==> config.mk <==
export PLATFORM = sky130hd
export DESIGN_NAME = pllds_divider
export DESIGN_NICKNAME = d
export VERILOG_FILES = /design/src/hw/rtl/pllds_pkg.sv /design/src/hw/rtl/pllds_divider.sv
export SDC_FILE = /design/constraint.sdc
export NUM_CORES = 2
export LEC_CHECK = 0
export BUFFER_PORTS_ARGS = -buffer_cell sky130_fd_sc_hd__buf_2
export CAP_MARGIN = 20
export CORE_MARGIN = 5
export CORE_UTILIZATION = 45
export DETAILED_ROUTE_END_ITERATION = 12
export SETUP_SLACK_MARGIN = 0.5
export SLEW_MARGIN = 20
export SYNTH_ARGS = -nofsm -noshare
export SYNTH_HDL_FRONTEND = slang
export SYNTH_SLANG_ARGS = --single-unit
==> constraint.sdc <==
create_clock -name clk -period 4.3 [get_ports clk]
set_input_delay 1.29 -clock clk [delete_from_list [all_inputs] [get_ports clk]]
set_output_delay 1.29 -clock clk [all_outputs]
set_load 0.02 [all_outputs]
==> src/hw/rtl/pllds_pkg.sv <==
// shared constants and types for the pll divider serial programmer
package pllds_pkg;
  localparam int REF_BITS = 14;
  localparam int MAIN_BITS = 11;
  localparam int SWALLOW_BITS = 7;
  localparam int REF_WORD_BITS = REF_BITS + 2;
  localparam int CNT_WORD_BITS = MAIN_BITS + SWALLOW_BITS + 1;
  localparam int RUN_BITS = REF_WORD_BITS + CNT_WORD_BITS;
  localparam logic [31:0] OSC_RESET = 32'd12800000;
  localparam logic [31:0] STEP_RESET = 32'd25000;
  localparam logic [7:0] MOD_32 = 8'd32;
  localparam logic [7:0] MOD_64 = 8'd64;
  localparam logic REG_OSC = 1'b0;
  localparam logic REG_STEP = 1'b1;

  typedef struct packed {
    logic [RUN_BITS-1:0] word;
    logic flag;
  } run_t;
endpackage

==> src/hw/rtl/pllds_divider.sv <==
// radix-2 restoring divider, one quotient bit per stage, fully pipelined
module pllds_divider
  import pllds_pkg::*;
(
  input  logic clk,
  input  logic rst,
  input  logic advance,
  input  logic in_valid,
  input  logic [31:0] dividend,
  input  logic [31:0] divisor,
  input  logic [7:0] mod_in,
  output logic out_valid,
  output logic [31:0] quotient,
  output logic [7:0] mod_out
);
  localparam int STAGES = 32;

  logic vld [STAGES+1];
  logic [31:0] rem [STAGES+1];
  logic [31:0] quo [STAGES+1];
  logic [31:0] dvs [STAGES+1];
  logic [7:0] md [STAGES+1];

  assign vld[0] = in_valid;
  assign rem[0] = '0;
  assign quo[0] = dividend;
  assign dvs[0] = divisor;
  assign md[0] = mod_in;

  for (genvar s = 0; s < STAGES; s++) begin : g_stage
    logic [32:0] trial;
    logic [32:0] shifted;
    assign shifted = {rem[s], quo[s][31]};
    assign trial = shifted - {1'b0, dvs[s]};

    always_ff @(posedge clk) begin
      if (rst) begin
        vld[s+1] <= 1'b0;
      end else if (advance) begin
        vld[s+1] <= vld[s];
      end
      if (advance) begin
        if (!trial[32]) begin
          rem[s+1] <= trial[31:0];
          quo[s+1] <= {quo[s][30:0], 1'b1};
        end else begin
          rem[s+1] <= shifted[31:0];
          quo[s+1] <= {quo[s][30:0], 1'b0};
        end
        dvs[s+1] <= dvs[s];
        md[s+1] <= md[s];
      end
    end
  end

  // divide by zero gives all ones naturally in restoring form
  assign out_valid = vld[STAGES];
  assign quotient = quo[STAGES];
  assign mod_out = md[STAGES];
endmodule

==> results.sh <==
export IMPL_hold_start="quo[389]"
export IMPL_drtPass1Iterations=6
export IMPL_run_status="completed"
export IMPL_power_leakage_nw=75.6
export IMPL_regArea_um2=98700
export IMPL_vias_per_cell=5.41
export IMPL_synth_edf_count=3264
export IMPL_cp_startpoint="g_stage[14].shifted[0]"
export IMPL_cts_sinks=3296
export IMPL_fillerInstances=29800
export IMPL_die_area_um2=371000
export IMPL_fin_setup_tns_ns=0
export IMPL_postCtsHoldBufs=0
export IMPL_postRouteAntennaNets=0
export IMPL_place_gp_congestion=0.916
export IMPL_fp_dieH_um=609
export IMPL_grt_use_total_pct=17.9
export IMPL_clkTransAtPathRegs_ns=0.06
export IMPL_setup_viol_count_final=0
export IMPL_hold_viol_final=0
export IMPL_synth_distinct_cells=90
export IMPL_synth_compound_area_share_pct=10.7
export IMPL_io_pin_count=117
export IMPL_drive_gt1_share_pct=17.3
export IMPL_hold_class="flip-flop to flip-flop"
export IMPL_finalWorstPathRequiredPeriod_ns=3.97
export IMPL_place_ws_ns=0.0135
export IMPL_drc=0
export IMPL_gr_total_overflow=0
export IMPL_start_kind="flip-flop"
export IMPL_rows=220
export IMPL_multi_input_area_um2=59900
export IMPL_antenna_found_initial=4
export IMPL_finalWirelength_um=351000
export IMPL_port_buffers=116
export IMPL_synth_simple_area_share_pct=6.18
export IMPL_synth_top_family_by_area="compound AO/OA/AOI/OAI gates"
export IMPL_synth_xor_area_share_pct=4.56
export IMPL_wl_per_cell_um=19.4
export IMPL_r2r_start="g_stage[14].shifted[0]"
export IMPL_root_buffer="clkbuf_16"
export IMPL_grt_max_degree=132
export IMPL_cts_buffers=368
export IMPL_fin_cells=18100
export IMPL_chipWidth_um=609
export IMPL_placed_area_um2=170000
export IMPL_synth_fa_ha_area_share_pct=8.06
export IMPL_syn_to_final_growth_pct=16.5
export IMPL_maxCapViolCount=0
export IMPL_vias=97900
export IMPL_grt_pass1_wl_um=541000
export IMPL_ys_flop_type="edfxtp_1"
export IMPL_synth_top_cell_area_share_pct=60.7
export IMPL_slew_violations=0
export IMPL_crit_path_max_fanout=7
export IMPL_synth_warning_count=0
export IMPL_syn_cell_area_um2=162000
export IMPL_tritoncts="built"
export IMPL_syn_area_per_cell_um2=13.2
export IMPL_synthArstFlopShare_pct=0
export IMPL_hpwl_um=241000
export IMPL_synthTopCellsByArea="edfxtp_1 61%, ha_1 7.7%, mux2_2 4.9%"
export IMPL_relSlewSlack_pct=44.1
export IMPL_fmax_mhz=252
export IMPL_yosys_area_top_type="edfxtp_1"
export IMPL_fin_hold_ws_ns=0.368
export IMPL_vdd_drop_max_mv=0.540
export IMPL_initial_core_util_pct=45.1
export IMPL_cp_arrival_ns=4.62
export IMPL_initialDrtViolationCount=6097
export IMPL_p_per_area_nw_per_um2=819
export IMPL_final_area_um2=188000
export IMPL_placed_cells=17200
export IMPL_rsz0062_at_grt="yes"
export IMPL_required_ns=4.94
export IMPL_yosys_register_bits=3296
export IMPL_critPathKind="flip-flop to flip-flop"
export IMPL_fin_ws_ns=0.326
export IMPL_period_share_pct=92.4
export IMPL_clk_path_buf_depth=4
export IMPL_synthCells=12200
export IMPL_endpoint_kind="flip-flop"
export IMPL_synth_seq_area_share_pct=61.1
export IMPL_htreeDepth=5
export IMPL_fin_skew_ns=0.0598
export IMPL_grt_pass1_vias=99000
export IMPL_worst_pin_slew_ns=0.839
export IMPL_insertion_delay_ns=0.95
export IMPL_nets=14100
export IMPL_synth_mux_area_share_pct=5.88
export IMPL_coreArea_um2=358000
## Yosys cell counts, drive strengths merged, types with 28 or more instances
library cell	instances
or3	43
and2	44
a31oi	96
nor2b	172
a21oi	823
mux2	737
nand2b	157
nand2	538
fa	30
ha	993
a211oi	67
a31o	28
buf	111
inv	1199
edfxtp	3264
a21boi	28
o31ai	55
a21o	472
mux2i	110
o211ai	57
and3	91
o21ai	569
xor2	284
nand3	159
xnor2	556
nor3	121
o21a	145
nand4	102
nor2	510
dfxtp	32
a221oi	32
o21bai	73
clkbuf	158
## flip-flops by register name, summed over array words and instances (netlist names)
signal and cells:
md 248, dvs 992, g_stage.shifted 1023, quo 961, mod_out 8, out_valid 1
vld 31, quotient 32
## critical path, stage by stage, from the launching register on
cell       delay (ns)
edfxtp_1         0.38
inv_2            0.09
ha_4             0.14
fa_2             0.21
nor2b_2          0.05
o31a_1           0.25
or4_4            0.45
a21oi_4          0.21
o21ai_4          0.10
a31o_4           0.26
a2111oi_4        0.34
o31ai_2          0.12
a21oi_2          0.27
xnor2_4          0.25
clkbuf_16        0.26
mux2_4           0.29
## through the flow
step	util [%]	power, mW
2_1_floorplan	-	95.4
3_3_place_gp	47.5	111
4_1_cts	51.7	150
5_1_grt	52.5	163
6_report	52.5	154
3_5_place_dp	47.5	112
## cell usage in the layout (no fill, tap or decap), types with 108 or more instances in the layout
cell type and instances:
xnor2_1 541, nand3_1 157, a21o_1 471, a21oi_1 778
mux2_4 204, edfxtp_1 3264, xor2_1 278, nand2_1 534
mux2_2 530, buf_2 115, o21ai_0 512, nor2_1 509
nand2b_1 154, o21a_1 145, nor2b_1 160, ha_1 956
buf_4 381, nor3_1 114, inv_1 1187, mux2i_1 108
clkbuf_16 396
## cell families after synthesis
kind of cell / Yosys count
flops: 3296
compound gates: 2705
simple gates: 2050
buf+inv: 1468
fa+ha+maj: 1023
mux: 847
xor+xnor: 840
other cells: 1
## repair_timing
action | in CTS | in global routing
resized for setup | 296 | 373
setup endpoints to repair | 919 | 948
buffers inserted | 116 | 108
gates cloned | 29 | 27
pin swaps | 94 | 130
## path summary, 6_finish.rpt
path | to | slack [ns] | cells past startpoint
max | g_stage[15].shifted[15] | 0.33 | 15
max reg2reg | g_stage[15].shifted[15] | 0.33 | 15
min | quo[358] | 0.37 | 0
min reg2reg | quo[358] | 0.37 | 0
## power by group
group | switching, mW | internal [mW]
logic | 35.5 | 37.0
clock network | 12.8 | 18.2
registers | 4.58 | 46.1
## per-layer routing
metal	global-route usage [%]	wire length (um)
met1	21.0	141000
met2	33.3	183000
met3	1.96	11700
met4	7.49	16000
met5	0	0
## area by class of cell
cell class | instances | area share, %
tap | 4773 | 3.17
clock buffer | 449 | 5.15
clock inverter | 208 | 1.20
timing repair buffer | 692 | 3.81
multi-input combinational | 7480 | 31.8
inverter | 1199 | 2.39
antenna | 5 | 0.00665
sequential | 3296 | 52.4
Note: power is estimated with default switching activity, not from simulation.
